[config.mk]
export PLATFORM = sky130hd
export DESIGN_NAME = frame_parser_crc16_check
export DESIGN_NICKNAME = d
export VERILOG_FILES = /design/src/design/fpc_pkg.sv /design/src/design/fpc_crc8.sv /design/src/design/frame_parser_crc16_check.sv
export SDC_FILE = /design/constraint.sdc
export NUM_CORES = 1
export LEC_CHECK = 0
export ABC_AREA = 1
export BUFFER_PORTS_ARGS = -buffer_cell sky130_fd_sc_hd__buf_2
export CAP_MARGIN = 20
export CORE_MARGIN = 2
export CORE_UTILIZATION = 60
export CTS_CLUSTER_DIAMETER = 100
export CTS_CLUSTER_SIZE = 24
export DETAILED_ROUTE_END_ITERATION = 12
export GPL_TIMING_DRIVEN = 0
export PLACE_DENSITY = 0.9
export RECOVER_POWER = 100
export SLEW_MARGIN = 20
export SYNTH_ARGS = -nofsm -noshare
export SYNTH_HDL_FRONTEND = slang
export SYNTH_HIERARCHICAL = 1
export SYNTH_SLANG_ARGS = --single-unit
[constraint.sdc]
create_clock -name i_clk -period 2.2 [get_ports i_clk]
set_clock_uncertainty 0.05 [all_clocks]
set_input_delay 0.44 -clock i_clk [delete_from_list [all_inputs] [get_ports i_clk]]
set_output_delay 0.44 -clock i_clk [all_outputs]
set_load 0.02 [all_outputs]
[src/design/fpc_pkg.sv]
package fpc_pkg;

    // Parser phases
    typedef enum logic [2:0] {
        PH_HDR0 = 3'd0,
        PH_HDR1 = 3'd1,
        PH_CMD  = 3'd2,
        PH_LEN  = 3'd3,
        PH_DATA = 3'd4,
        PH_CRCH = 3'd5,
        PH_CRCL = 3'd6
    } t_phase;

    // Status codes reported with every beat
    localparam logic [2:0] ST_WAIT    = 3'd0;
    localparam logic [2:0] ST_OK      = 3'd1;
    localparam logic [2:0] ST_HDR_ERR = 3'd2;
    localparam logic [2:0] ST_LEN_ERR = 3'd3;
    localparam logic [2:0] ST_CRC_ERR = 3'd4;

    // Frame sync bytes
    localparam logic [7:0] SYNC_A = 8'hA5;
    localparam logic [7:0] SYNC_B = 8'h5A;

    // CRC-16/Modbus
    localparam logic [15:0] CRC_INIT = 16'hFFFF;
    localparam logic [15:0] CRC_POLY = 16'hA001;

    // Length limit after reset
    localparam logic [7:0] MAX_LEN_RST = 8'd250;

endpackage

[src/design/fpc_crc8.sv]
// One byte of CRC-16/Modbus: xor in the byte, then eight reflected shift steps.
module fpc_crc8 (
    input  logic [15:0] i_crc,
    input  logic [7:0]  i_byte,
    output logic [15:0] o_crc
);

    always_comb begin
        logic [15:0] c;
        c = i_crc ^ {8'h00, i_byte};
        for (int k = 0; k < 8; k++) begin
            if (c[0]) begin
                c = (c >> 1) ^ fpc_pkg::CRC_POLY;
            end else begin
                c = c >> 1;
            end
        end
        o_crc = c;
    end

endmodule

[src/design/frame_parser_crc16_check.sv]
// Frame parser with CRC-16/Modbus check.
//
// Input channel (i_in_valid / o_in_ready / i_rx_byte) takes one received byte
// per beat. Frames are A5 5A, command, length, data, CRC high, CRC low; the CRC
// covers header through data and is updated per byte, no frame buffer.
// Output channel (o_out_valid / i_out_ready) gives exactly one result beat per
// byte: status, data byte report with index, and the command and length of the
// current or last frame.
// Config channel (i_cfg_valid / o_cfg_ready / i_cfg_data) writes max_data_len;
// it is always ready and must only be used while the block is idle.
//
// An input beat reaches its result beat through the input register, then the
// result register. Throughput: one byte per cycle while results are taken; the
// byte-wide CRC update and the phase step sit between the two registers.
// Reset (synchronous, active low) drops both registers, returns the parser to
// waiting for A5 and sets max_data_len to 250. When the receiver stalls, the
// result holds and one more byte waits in the input register; further bytes
// see o_in_ready low.
module frame_parser_crc16_check (
    input  logic       i_clk,
    input  logic       i_rst_n,
    // configuration
    input  logic       i_cfg_valid,
    output logic       o_cfg_ready,
    input  logic [7:0] i_cfg_data,
    // byte input
    input  logic       i_in_valid,
    output logic       o_in_ready,
    input  logic [7:0] i_rx_byte,
    // result output
    output logic       o_out_valid,
    input  logic       i_out_ready,
    output logic [2:0] o_status,
    output logic       o_data_valid,
    output logic [7:0] o_data_byte,
    output logic [7:0] o_data_index,
    output logic [7:0] o_frame_cmd,
    output logic [7:0] o_frame_len
);

    // Configuration
    logic [7:0] r_max_len;

    // Input register
    logic       r_in_valid;
    logic [7:0] r_in_byte;

    // Parser state
    fpc_pkg::t_phase r_phase, n_phase;
    logic [7:0]  r_cmd, n_cmd;
    logic [7:0]  r_len, n_len;
    logic [7:0]  r_count, n_count;
    logic [15:0] r_crc, n_crc;
    logic [7:0]  r_crc_hi, n_crc_hi;

    // Result register
    logic       r_out_valid;
    logic [2:0] r_status, n_status;
    logic       r_dvalid, n_dvalid;
    logic [7:0] r_dbyte, n_dbyte;
    logic [7:0] r_dindex, n_dindex;

    logic        advance;
    logic [15:0] crc_fed;
    logic [15:0] crc_hdr_a;
    logic [15:0] crc_hdr_b;
    logic [7:0]  count_inc;

    assign o_cfg_ready = 1'b1;
    assign advance     = r_in_valid && (!r_out_valid || i_out_ready);
    assign o_in_ready  = !r_in_valid || advance;
    assign count_inc   = r_count + 8'd1;

    // Running CRC with the byte in the input register
    fpc_crc8 u_crc_run (
        .i_crc  (r_crc),
        .i_byte (r_in_byte),
        .o_crc  (crc_fed)
    );

    // CRC of the sync bytes, constant inputs
    fpc_crc8 u_crc_hdr_a (
        .i_crc  (fpc_pkg::CRC_INIT),
        .i_byte (fpc_pkg::SYNC_A),
        .o_crc  (crc_hdr_a)
    );

    fpc_crc8 u_crc_hdr_b (
        .i_crc  (crc_hdr_a),
        .i_byte (fpc_pkg::SYNC_B),
        .o_crc  (crc_hdr_b)
    );

    // Configuration register
    always_ff @(posedge i_clk) begin
        if (!i_rst_n) begin
            r_max_len <= fpc_pkg::MAX_LEN_RST;
        end else if (i_cfg_valid && o_cfg_ready) begin
            r_max_len <= i_cfg_data;
        end
    end

    // Input register: load on accept, drop when passed on
    always_ff @(posedge i_clk) begin
        if (!i_rst_n) begin
            r_in_valid <= 1'b0;
        end else if (i_in_valid && o_in_ready) begin
            r_in_valid <= 1'b1;
        end else if (advance) begin
            r_in_valid <= 1'b0;
        end
    end

    always_ff @(posedge i_clk) begin
        if (i_in_valid && o_in_ready) begin
            r_in_byte <= i_rx_byte;
        end
    end

    // Phase step and result for the byte in the input register
    always_comb begin
        n_phase  = r_phase;
        n_cmd    = r_cmd;
        n_len    = r_len;
        n_count  = r_count;
        n_crc    = r_crc;
        n_crc_hi = r_crc_hi;
        n_status = fpc_pkg::ST_WAIT;
        n_dvalid = 1'b0;
        n_dbyte  = 8'h00;
        n_dindex = 8'h00;
        unique case (r_phase)
            fpc_pkg::PH_HDR0: begin
                if (r_in_byte == fpc_pkg::SYNC_A) begin
                    n_phase = fpc_pkg::PH_HDR1;
                end else begin
                    n_status = fpc_pkg::ST_HDR_ERR;
                end
            end
            fpc_pkg::PH_HDR1: begin
                // repeated A5 keeps waiting for 5A
                if (r_in_byte == fpc_pkg::SYNC_B) begin
                    n_phase = fpc_pkg::PH_CMD;
                    n_count = 8'h00;
                    n_cmd   = 8'h00;
                    n_len   = 8'h00;
                    n_crc   = crc_hdr_b;
                end else if (r_in_byte != fpc_pkg::SYNC_A) begin
                    n_phase = fpc_pkg::PH_HDR0;
                end
            end
            fpc_pkg::PH_CMD: begin
                n_cmd   = r_in_byte;
                n_crc   = crc_fed;
                n_phase = fpc_pkg::PH_LEN;
            end
            fpc_pkg::PH_LEN: begin
                n_len = r_in_byte;
                n_crc = crc_fed;
                priority if (r_in_byte == 8'h00) begin
                    n_phase = fpc_pkg::PH_CRCH;
                end else if (r_in_byte > r_max_len) begin
                    n_phase  = fpc_pkg::PH_HDR0;
                    n_status = fpc_pkg::ST_LEN_ERR;
                end else begin
                    n_phase = fpc_pkg::PH_DATA;
                    n_count = 8'h00;
                end
            end
            fpc_pkg::PH_DATA: begin
                n_dvalid = 1'b1;
                n_dbyte  = r_in_byte;
                n_dindex = r_count;
                n_crc    = crc_fed;
                n_count  = count_inc;
                if (count_inc >= r_len) begin
                    n_phase = fpc_pkg::PH_CRCH;
                end
            end
            fpc_pkg::PH_CRCH: begin
                n_crc_hi = r_in_byte;
                n_phase  = fpc_pkg::PH_CRCL;
            end
            fpc_pkg::PH_CRCL: begin
                n_status = ({r_crc_hi, r_in_byte} == r_crc) ? fpc_pkg::ST_OK
                                                             : fpc_pkg::ST_CRC_ERR;
                n_phase  = fpc_pkg::PH_HDR0;
            end
            default: begin
                n_phase = fpc_pkg::PH_HDR0;
            end
        endcase
    end

    // Parser state: advance together with the result register
    always_ff @(posedge i_clk) begin
        if (!i_rst_n) begin
            r_phase  <= fpc_pkg::PH_HDR0;
            r_cmd    <= 8'h00;
            r_len    <= 8'h00;
            r_count  <= 8'h00;
            r_crc    <= fpc_pkg::CRC_INIT;
            r_crc_hi <= 8'h00;
        end else if (advance) begin
            r_phase  <= n_phase;
            r_cmd    <= n_cmd;
            r_len    <= n_len;
            r_count  <= n_count;
            r_crc    <= n_crc;
            r_crc_hi <= n_crc_hi;
        end
    end

    // Result register: load on advance, drop when taken
    always_ff @(posedge i_clk) begin
        if (!i_rst_n) begin
            r_out_valid <= 1'b0;
        end else if (advance) begin
            r_out_valid <= 1'b1;
        end else if (i_out_ready) begin
            r_out_valid <= 1'b0;
        end
    end

    always_ff @(posedge i_clk) begin
        if (advance) begin
            r_status <= n_status;
            r_dvalid <= n_dvalid;
            r_dbyte  <= n_dbyte;
            r_dindex <= n_dindex;
        end
    end

    // Command and length only change when a new result loads
    assign o_out_valid  = r_out_valid;
    assign o_status     = r_status;
    assign o_data_valid = r_dvalid;
    assign o_data_byte  = r_dbyte;
    assign o_data_index = r_dindex;
    assign o_frame_cmd  = r_cmd;
    assign o_frame_len  = r_len;

    // Data beats carry waiting status
    a_data_status: assert property (@(posedge i_clk) disable iff (!i_rst_n)
        (o_out_valid && o_data_valid) |-> (o_status == fpc_pkg::ST_WAIT))
        else $error("data beat with non-waiting status");

    // Data index stays inside the frame length
    a_data_index: assert property (@(posedge i_clk) disable iff (!i_rst_n)
        (o_out_valid && o_data_valid) |-> (o_data_index < o_frame_len))
        else $error("data index beyond frame length");

    // Non-data beats report zero byte and index
    a_data_zero: assert property (@(posedge i_clk) disable iff (!i_rst_n)
        (o_out_valid && !o_data_valid) |-> (o_data_byte == 8'h00 && o_data_index == 8'h00))
        else $error("data fields set on non-data beat");

    // Any final or error status leaves the parser hunting for A5
    a_end_phase: assert property (@(posedge i_clk) disable iff (!i_rst_n)
        (o_out_valid && (o_status == fpc_pkg::ST_OK || o_status == fpc_pkg::ST_CRC_ERR ||
                         o_status == fpc_pkg::ST_LEN_ERR || o_status == fpc_pkg::ST_HDR_ERR))
        |-> (r_phase == fpc_pkg::PH_HDR0))
        else $error("parser not back at header after frame end");

endmodule
# After elaboration in Yosys (flattened, before gate mapping)
# Cells that the tools add are included.
[word_totals]
in_bits = 21
out_inout_bits = 39
regBits = 89
[op_classes]
add_sub_neg = 1
bitwise = 9
eq_ne = 16
magnitude_cmp = 2
muxes = 33
reduce_logical = 21
[op_table]
columns = ["op", "count"]
rows = [
  ["$mux W16", 9],
  ["$pmux W16 S2", 1],
  ["$pmux W8 S2", 2],
  ["$mux W8", 3],
  ["$not A2 Y3", 8],
  ["$pmux W8 S3", 1],
  ["$mux W3", 7],
  ["$pmux W3 S6", 1],
  ["$eq A16 B16 Y1", 1],
  ["$xor A16 B8 Y16", 1],
  ["$ne A2 B2 Y1 const B", 5],
  ["$reduce_bool A2 Y1", 5],
  ["$eq A3 B3 Y1 const B", 3],
  ["$pmux W3 S3", 1],
  ["$reduce_and A3 Y1", 3],
  ["$add A8 B1 Y8 const B", 1],
  ["$eq A8 B7 Y1 const B", 1],
  ["$eq A8 B8 Y1 const B", 1],
  ["$ge A8 B8 Y1", 1],
  ["$gt A8 B8 Y1", 1],
  ["$logic_not A8 Y1", 1],
  ["$ne A8 B8 Y1 const B", 1],
  ["$eq A3 B2 Y1 const B", 2],
  ["$mux W2", 3],
  ["other kinds (12)", 19],
]

# Depth between registers and ports, before layout
# Gate-level depths: netlist of run 1.
[logic_depth]
ltp_word = 18
depth_mapped = 28
depth_no_buf = 28

# Cells and area by module
# The synthesis of run 1 kept the hierarchy.
[by_module_without_submodules]
columns = ["mod", "n_inst", "cells_each", "seq_area_each_um2", "area_per_inst_um2"]
rows = [
  ["frame_parser_crc16_check", 1, 536, 2062.0, 4321.6],
  ["fpc_crc8", 3, 65, 0.0, 445.4],
]

# Least setup slack after synthesis of run 1
# Ideal clock, no wire load.
[synth_path]
path_kind = "input to register"
from = "in i_out_ready"
to = "reg r_count[5]"
path_slack_ns = 0.109
arrival_time_ns = 1.926
path_stages = 10
setup_time_ns = 0.115
path_cell_list = "inv_1 nand2_1 nand2_1 inv_1 nand2_1 nor3b_4 buf_6 nand3_1 nand2_1 nor2_1"
[synth_between]
elab_chain_len = 3
[synth_lines]
columns = ["element", "line", "source"]
rows = [
  ["from (decl)", "frame_parser_crc16_check.sv:32", "input logic i_out_ready,"],
  ["$logic_or A1 B1 Y1", "frame_parser_crc16_check.sv:70", "assign advance = r_in_valid && (!r_out_valid || i_out_ready);"],
  ["$logic_and A1 B1 Y1", "frame_parser_crc16_check.sv:70", ""],
  ["net advance", "frame_parser_crc16_check.sv:63", "logic advance;"],
  ["$reduce_and A5 Y1 (no source line)", "--", ""],
  ["to (signal assigned)", "frame_parser_crc16_check.sv:208", "r_count <= n_count;"],
  ["to (decl)", "frame_parser_crc16_check.sv:52", "logic [7:0] r_count, n_count;"],
]
# The timed path passes the listed nets, and every way through them passes these cells.
# A chain may end at the register's enable or synchronous reset.

# Worst setup path after layout of run 1
[layout_path]
from = "reg r_in_byte[3]"
to = "reg r_crc[0]"
[layout_between]
elab_chain_len = 11
[layout_lines]
columns = ["element", "line", "source"]
rows = [
  ["from (decl)", "frame_parser_crc16_check.sv:46", "logic [7:0] r_in_byte;"],
  ["from (signal assigned)", "frame_parser_crc16_check.sv:116", "r_in_byte <= i_rx_byte;"],
  ["$xor A16 B8 Y16 (*)", "fpc_crc8.sv:10", "c = i_crc ^ {8'h00, i_byte};"],
  ["$mux W16 (*) (2 in a row)", "fpc_crc8.sv:12", "if (c[0]) begin"],
  ["$not A2 Y3 (no source line)", "--", ""],
  ["$mux W16 (*) (6 in a row)", "fpc_crc8.sv:12", ""],
  ["net crc_fed[0]", "frame_parser_crc16_check.sv:64", "logic [15:0] crc_fed;"],
  ["$pmux W16 S2 (*)", "frame_parser_crc16_check.sv:132", "unique case (r_phase)"],
  ["to (signal assigned)", "frame_parser_crc16_check.sv:202", "r_crc <= fpc_pkg::CRC_INIT;"],
  ["to (signal assigned)", "frame_parser_crc16_check.sv:209", "r_crc <= n_crc;"],
  ["to (decl)", "frame_parser_crc16_check.sv:53", "logic [15:0] r_crc, n_crc;"],
]
# Mark *: on every way through the listed nets, which the timed path passes. The rest lies on a longest branch.

==> results.toml, run 1 <==
[sta]
fin_crit_sh_pct = 102
max_clock_freq_ghz = 0.446
slew_headroom_pct = 61.0
slew_violations = 0
grt_setup_unrepaired = "true"
setup_viol = 1
setup_ws_ns = -0.0419
hold_slack_ns = 0.183
hold_viol_final = 0
tightest_slew_ns = 0.582
period_needed_ns = 2.24

[global_routing]
grt_pass1_wl_mm = 21.4
antenna_found_initial = 0
grt_max_degree = 17
grt_pass1_vias = 4679
grt.total_usage_pct = 26.5
grt_remaining_overflow = 0

[clock_network]
root_buffer = "clkbuf_8"
tritoncts = "yes"
numCtsBuffers = 9
htreeDepth = 3
clock_sinks = 89
clockBufferDepth = 2
clock_latency_ns = 0.38
path_clk_slew_ns = 0.10
postCtsHoldBufs = 0

[critical_path]
cp-end-kind = "register"
critPathKind = "reg2reg"
worst_setup_path_start_kind = "register"
crit_arrival_ns = 2.45
path_max_fanout = 4
crit_required_ns = 2.41

[routing]
drt_iter0_drc = 346
via_per_inst = 5.35
first_pass_iters = 7
routedWlPerCell_um = 14.7
ant_nets = 0
vias = 5279
drc = 0
wl_mm = 14.5

[yosys]
ys_seq_area_share_pct = 36.4
synthTopCellsByCount = "nand2_1 (126), inv_1 (80), a21oi_1 (64)"
synth-main-ff-cell = "dfxtp_1"
synth.top_cell.area_share_pct = 21.6
yosys_warnings = 6
synth_area_leaders = "dfxtp_1 (22%), edfxtp_1 (15%), nand2_1 (8.4%)"
yosys.area.top_type = "dfxtp_1"
synthMostInstantiatedCell = "nand2_1"
syn-cell-area_um2 = 5660
ys_types = 33
avgSynthCellArea_um2 = 7.74
synth_seq_cells = 89
async_reset_ff_share_pct = 0
syn_inst = 731
synth_edf_count = 28

[placed_design]
port_buffers = 58
dp_cells = 944
hpwlAfterDp_mm = 9.16
routabilityCongestion = 0.932

[floorplan]
dieArea_um2 = 10200
die_h_um = 101
io_pins = 60
start_util_pct = 61.5
coreArea_um2 = 9200
die_w_um = 101
row_count = 35

[power]
power.density_nw_per_um2 = 552
p_leak_nw = 3.27
peakVddDrop_mv = 0.307

[final_layout]
drive_above_1_share_pct = 29.5
antennaDiodeCount = 0
final_cell_count_no_fill = 986
utilization_pct = 74.5
finalNetCount = 908
syn2layout_area_growth_pct = 21.1

[status]
violations = "negative setup slack"
outcome = "finished, violations left"

[worst_hold_path]
hold_path.class = "in2reg"

[run]
maxCapViolCount = 0
-- power by group --
group	internal, mW	total (mW)	switching (mW)
sequential	1.72	1.74	0.0198
combinational	0.399	0.988	0.588
clock	0.422	1.06	0.635
total	2.54	3.78	1.24
-- critical path, cell delays in order, from the launching register on --
cell and delay, ns:
edfxtp_1 0.52, xnor2_1 0.38, inv_1 0.13, nand3_1 0.13, nand3_2 0.13, nand2_2 0.11
nand2_2 0.06, nand3_1 0.07, nand2_1 0.07, or2_2 0.30, o21ai_2 0.08, o21ai_1 0.11
-- sequential cells by signal (all words and copies together) (netlist names), 8 cells and up --
name	count
r_crc_hi	8
o_frame_len	8
o_data_index	8
r_crc	16
r_count	8
r_in_byte	8
o_data_byte	8
o_frame_cmd	8
r_max_len	8
-- cell type report --
class                      instances  area (µm²)
inverter                          93         353
clock inverter                     7        55.1
tap                              111         139
timing repair buffer              83         498
buffer                            35         221
multi-input combinational        558        3370
timing repair inverter             1        5.00
clock buffer                       9         124
fill                             620        2340
sequential                        89        2080
-- metal layers --
metal,wire length (µm),GRT usage [%]
met1,5570,31.9
met4,653,10.3
met3,1040,5.41
met2,7200,46.5
met5,0,0
-- cells in the final DEF (no fill, tap or decap), types with 4 or more instances in the layout --
cell type and instances:
a211oi_1 7, a21oi_1 60, a21oi_2 4, buf_2 63
buf_4 40, buf_6 4, clkbuf_1 9, clkbuf_8 9
conb_1 46, dfxtp_1 54, dfxtp_4 5, edfxtp_1 28
ha_1 15, inv_1 75, inv_2 15, nand2_1 119
nand2_2 29, nand2_4 15, nand3_1 28, nand3_2 19
nand4_1 7, nor2_1 56, nor2_2 5, o21ai_0 43
o21ai_1 6, or2_2 17, xnor2_1 12, xnor2_2 8
xor2_1 44
-- through the flow --
step	total power, mW	area [µm²]	setup WS (ns)	TNS (ns)
2_1_floorplan	2.49	5820	0.109	0
3_3_place_gp	2.60	6250	-0.410	-10.73
3_5_place_dp	2.60	6250	-0.459	-12.15
4_1_cts	3.64	6590	0.000412	0
5_1_grt	3.95	6850	-0.108	-0.656
6_report	3.78	6850	-0.0419	-0.0419
-- worst paths after layout --
path,startpoint,end,slack (ns),cells past startpoint
worst min register to register,o_frame_cmd[2]$_SDFFE_PN0P_,o_frame_cmd[2]$_SDFFE_PN0P_,0.43,2
worst max-delay path,r_in_byte[3]$_DFFE_PP_,r_crc[0]$_SDFFE_PN1P_,-0.04,11
worst max register to register,r_in_byte[3]$_DFFE_PP_,r_crc[0]$_SDFFE_PN1P_,-0.04,11
worst min-delay path,i_rx_byte[1],r_in_byte[1]$_DFFE_PP_,0.18,1
-- what timing repair did --
item | in CTS | in global routing
pin swaps | 0 | 15
hold endpoints to repair | 0 | 0
setup buffers | 16 | 9
gates resized for setup | 8 | 59
cloned | 1 | 0
setup endpoints to repair | 32 | 41
-- kinds of logic after synthesis --
kind of cell               share of synthesized area, %
AOI/OAI and AO/OA                                  11.7
xor gates and xnor gates                           11.2
adders and majority gates                          3.76
buffers and inverters                              9.89
DFF                                                36.4
other                                             0.133
and+or+nand+nor                                    27.0
Note: power is estimated with default switching activity, not from simulation.
==> run 2, diff against run 1 <==
ABC_CLOCK_PERIOD_IN_PS = 2200   (was unset)
PLACE_DENSITY = unset   (was 0.9)
PLACE_DENSITY_LB_ADDON = 0.1   (was unset)
==> run 2 against run 1 <==
  * The run still ends with negative setup slack left
  * Flip-flop and latch count is the same
  * Combinational power is essentially flat
  * Die area is the same
  * First-iteration DRC count shrank 23%
  * Global-route usage grew 0.31 points
  * Sequential power is essentially flat
  * Critical path type unchanged
  * Critical endpoint is now r_phase[0]$_SDFFE_PN0P_
==> results.toml, run 2 (synthesis results as in run 1) <==
[status]
outcome = "finished, violations left"
violations = "negative setup slack"

[sta]
period_needed_ns = 2.21
setup_ws_ns = -0.00730
hold_viol_final = 0
fin_crit_sh_pct = 100
hold_slack_ns = 0.189
tightest_slew_ns = 0.563
max_clock_freq_ghz = 0.453
slew_headroom_pct = 62.3
grt_setup_unrepaired = "true"
slew_violations = 0
setup_tns_ns = -0.00730
setup_viol = 1

[power]
power.density_nw_per_um2 = 566
peakVddDrop_mv = 0.389
finalPower_mw = 3.89
p_leak_nw = 3.17

[critical_path]
crit_required_ns = 2.39
worst_setup_path_start_kind = "register"
critPathKind = "reg2reg"
cp-end-kind = "register"
crit_arrival_ns = 2.40
path_max_fanout = 4

[clock_network]
postCtsHoldBufs = 0
clock_sinks = 89
root_buffer = "clkbuf_8"
numCtsBuffers = 9
tritoncts = "yes"
clock_latency_ns = 0.37
path_clk_slew_ns = 0.10
clockBufferDepth = 2
htreeDepth = 3

[global_routing]
grt_pass1_wl_mm = 21.7
grt_remaining_overflow = 0
grt_max_degree = 17
grt_pass1_vias = 4899
grt.total_usage_pct = 26.8
antenna_found_initial = 0

[final_layout]
top_register = "r_crc"
fillers = 716
largest_register_ffs = 16
final_cell_count_no_fill = 992
finalNetCount = 914
final_cell_mix = "nand2_1 (121), inv_1 (77), a21oi_1 (62)"
postLayoutCellArea_um2 = 6880
layout.area.seq_um2 = 2080
drive_above_1_share_pct = 24.9
utilization_pct = 74.8
syn2layout_area_growth_pct = 21.5
multi_input_area_um2 = 3410
antennaDiodeCount = 0
mostFrequentLayoutCell = "nand2_1"

[floorplan]
dieArea_um2 = 10200
coreArea_um2 = 9200
start_util_pct = 61.5
row_count = 35
die_h_um = 101
die_w_um = 101
io_pins = 60

[routing]
wl_mm = 13.5
routedWlPerCell_um = 13.6
vias = 5125
via_per_inst = 5.17
ant_nets = 0
first_pass_iters = 5
drc = 0
drt_iter0_drc = 265

[placed_design]
placed_cell_area_um2 = 6250
place_ws_ns = -0.542
dp_cells = 944
hpwlAfterDp_mm = 9.70
port_buffers = 58
routabilityCongestion = 0.873

[worst_hold_path]
hold_path.class = "in2reg"

[run]
maxCapViolCount = 0
==> run 2: area by class of cell <==
type | count | share of cell area (%)
buffer | 35 | 3.17
clock buffer | 9 | 1.80
sequential | 89 | 30.2
inverter | 93 | 5.10
multi-input combinational | 558 | 49.6
tap | 111 | 2.02
clock inverter | 7 | 1.13
timing repair buffer | 89 | 6.88
timing repair inverter | 1 | 0.0728
==> run 2: what timing repair did <==
item,CTS,global route
pin swaps,1,23
setup endpoints to repair,35,38
gates cloned,1,0
resized for setup,16,50
setup buffers,18,13
==> run 2: final timing paths <==
check | startpoint | endpoint | cells after the start | slack (ns)
max | r_count[1]$_SDFFE_PN0P_ | r_phase[0]$_SDFFE_PN0P_ | 14 | -0.007
min | i_rx_byte[2] | r_in_byte[2]$_DFFE_PP_ | 1 | 0.19
max reg2reg | r_count[1]$_SDFFE_PN0P_ | r_phase[0]$_SDFFE_PN0P_ | 14 | -0.007
min reg2reg | o_frame_cmd[2]$_SDFFE_PN0P_ | o_frame_cmd[2]$_SDFFE_PN0P_ | 2 | 0.42
==> run 2: metal layers <==
metal | vias to the layer above | GRT usage [%] | part of all wire, %
met3 | 36 | 4.37 | 4.0
met5 | - | 0 | 0
li1 | 2579 | - | -
met4 | 0 | 12.3 | 3.2
met1 | 2376 | 30.3 | 41
met2 | 134 | 49.2 | 52
==> run 2: worst max-delay path, stage by stage, from the launching register on <==
cell     delay, ns
dfxtp_4       0.37
ha_4          0.16
buf_4         0.13
xor2_1        0.21
ha_1          0.28
nand2_1       0.09
inv_1         0.05
nand2_1       0.06
nand2_1       0.07
nand2_1       0.07
nand4_1       0.17
nand2_2       0.16
nand2_1       0.06
o21ai_1       0.09
nor2_1        0.06
==> run 2: report_power, final <==
part / internal [mW] / total, mW / switching [mW]
combinational: 0.411 / 0.989 / 0.578
clock: 0.535 / 1.16 / 0.627
sequential: 1.72 / 1.74 / 0.0195
total: 2.67 / 3.89 / 1.22
==> run 3, diff against run 2 <==
==> constraint.sdc (replaced) <==
create_clock -name i_clk -period 2.2 [get_ports i_clk]
set_clock_uncertainty 0.05 [all_clocks]
set_input_delay 0.11 -clock i_clk [delete_from_list [all_inputs] [get_ports i_clk]]
set_output_delay 0.11 -clock i_clk [all_outputs]
set_load 0.02 [all_outputs]
==> run 3 against run 2 <==
  * The flow still finishes with violations (negative setup slack)
  * Global-route usage grew 1.1 points
  * Fmax shrank 2.1%
  * Final area grew 3.2%
  * First-iteration DRC count grew 2.3%
  * Sequential power is essentially flat
  * Worst hold slack lost 0.18 ns
  * Clock power is essentially flat
  * Routed wire length grew 5.9%
  * Register-to-register slack lost 0.05 ns
==> results.toml, run 3 (synthesis results as in run 1) <==
[floorplan]
die_w_um = 101
row_count = 35
start_util_pct = 61.5
die_h_um = 101
dieArea_um2 = 10200
coreArea_um2 = 9200
io_pins = 60

[routing]
first_pass_iters = 5
drt_iter0_drc = 271
routedWlPerCell_um = 14.1
via_per_inst = 5.21
ant_nets = 0
top_layer_used = "met4"
drc = 0
drt-met1-wl_mm = 5.55
wl_mm = 14.3
route.met3.wl_um = 678
dr_wl_met2_mm = 7.51
vias = 5283

[critical_path]
worst_setup_path_start_kind = "register"
crit_arrival_ns = 2.48
r2r-start = "o_out_valid$_SDFFE_PN0P_"
r2r_slack_ns = -0.06
path_max_fanout = 8
crit_chain = "nand2_1 > nand2_1 > clkinvlp_2 > nand3_1 > inv_2 > a21oi_2 > nand2_1 > a21oi_1"
reg2reg_depth = 8
cpMostUsedCell = "nand2_1"
critPathKind = "reg2reg"
slowest_stage = "dfxtp_1"
r2r_end = "o_frame_cmd[5]$_SDFFE_PN0P_"
cp-end-kind = "register"
cpPeakStageDelay_ns = 0.36
crit_required_ns = 2.42

[final_layout]
drive_above_1_share_pct = 24.4
syn2layout_area_growth_pct = 25.4
final_cell_mix = "nand2_1 (120), inv_1 (78), a21oi_1 (63)"
antennaDiodeCount = 0
mostFrequentLayoutCell = "nand2_1"
final_cell_count_no_fill = 1014
top_register = "r_crc"
largest_register_ffs = 16
finalNetCount = 936

[power]
p_leak_nw = 3.28
peakVddDrop_mv = 0.390
switching_share_pct = 31.6
p_comb_share_pct = 26.2
p_clk_share_pct = 29.6
p_sw_mw = 1.24
seq_power_share_pct = 44.2
intPower_mw = 2.69
power.density_nw_per_um2 = 555
finalPower_mw = 3.94

[global_routing]
grt_pass1_vias = 5030
grt_pass1_wl_mm = 22.5
grt.total_usage_pct = 27.9
antenna_found_initial = 0
grt_remaining_overflow = 0
grt_max_degree = 17

[sta]
slew_violations = 0
period_needed_ns = 2.26
hold_viol_final = 0
slew_headroom_pct = 62.8
grt_setup_unrepaired = "true"
setup_viol = 1
max_clock_freq_ghz = 0.443
fin_crit_sh_pct = 103
tightest_slew_ns = 0.554
setup_ws_ns = -0.0556

[clock_network]
path_clk_slew_ns = 0.10
htreeDepth = 3
clockBufferDepth = 2
clock_sinks = 89
numCtsBuffers = 9
clock_latency_ns = 0.37
root_buffer = "clkbuf_8"
tritoncts = "yes"

[placed_design]
hpwlAfterDp_mm = 9.70
port_buffers = 58
routabilityCongestion = 0.873
dp_cells = 944

[worst_hold_path]
min_to = "r_max_len[2]$_SDFFE_PN0P_"
hold_path.class = "in2reg"
holdPathStages = 3
hold_start = "i_cfg_valid"

[run]
maxCapViolCount = 0

[status]
violations = "negative setup slack"
outcome = "finished, violations left"
-- run 3: area by class of cell --
class	count	area, µm²
multi-input cells	558	3420
fillers	672	2100
flip-flops and latches	89	2080
repair buffers	111	688
inverters	93	350
plain buffers	35	218
well taps	111	139
clock buffers	9	124
clock inverters	7	77.6
repair inverters	1	5.00
-- run 3: worst max-delay path by stage --
| stage | endpoint | startpoint | depth (start not counted) | slack [ns] |
|---|---|---|---|---|
| after floorplan | r_count[5]$_SDFFE_PN0P_ | o_out_valid$_SDFFE_PN0P_ | 9 | 0.17 |
| after CTS | r_phase[2]$_SDFFE_PN0P_ | r_count[0]$_SDFFE_PN0P_ | 14 | 0.006 |
| final | o_frame_cmd[5]$_SDFFE_PN0P_ | o_out_valid$_SDFFE_PN0P_ | 8 | -0.06 |
| after detailed placement | r_crc_hi[2]$_SDFFE_PN0P_ | o_out_valid$_SDFFE_PN0P_ | 8 | -0.30 |
| after global routing | o_frame_cmd[5]$_SDFFE_PN0P_ | o_out_valid$_SDFFE_PN0P_ | 8 | -0.14 |
| after global placement | r_crc_hi[2]$_SDFFE_PN0P_ | o_out_valid$_SDFFE_PN0P_ | 8 | -0.20 |
-- run 3: power groups by stage --
stage / Clock [mW] / Sequential [mW] / Combinational (mW)
6_report: 1.17 / 1.74 / 1.03
4_1_cts: 1.17 / 1.74 / 0.880
3_3_place_gp: 0 / 1.80 / 0.797
2_1_floorplan: 0 / 1.80 / 0.689
5_1_grt: 1.23 / 1.74 / 1.13
3_5_place_dp: 0 / 1.80 / 0.804
-- run 3: repair_timing --
action,in CTS,in global routing
setup buffers,18,15
hold endpoints to repair,17,0
gates cloned,1,0
pin swaps,1,24
endpoints found under the setup margin,35,37
hold buffers,20,0
gates resized for setup,16,54
-- run 3: critical path, delay by kind of cell, from the launching register on --
family / cells / cell delay (ns)
buffers and inverters: 2 / 0.40
AND/OR/NAND/NOR: 4 / 0.76
AO/OA/AOI/OAI: 2 / 0.58
flip-flops: 1 / 0.36
-- run 3: per-stage QoR --
stage / TNS (ns) / instance area (µm²) / utilization, % / worst slack [ns] / hold WS, ns
2_1_floorplan: 0 / 5820 / - / 0.171 / 0.159
3_3_place_gp: -3.02 / 6250 / 68.0 / -0.199 / 0.238
3_5_place_dp: -5.40 / 6250 / 68.0 / -0.298 / 0.238
4_1_cts: 0 / 6850 / 74.5 / 0.00553 / 0.00184
5_1_grt: -2.05 / 7100 / 77.2 / -0.142 / 0.0371
6_report: -0.0556 / 7100 / 77.2 / -0.0556 / 0.0110
-- run 3: routing by layer --
metal | global-route usage [%] | vias to the layer above
met4 | 14.0 | 0
met1 | 31.0 | 2433
met5 | 0 | -
li1 | - | 2626
met3 | 4.09 | 43
met2 | 51.6 | 181
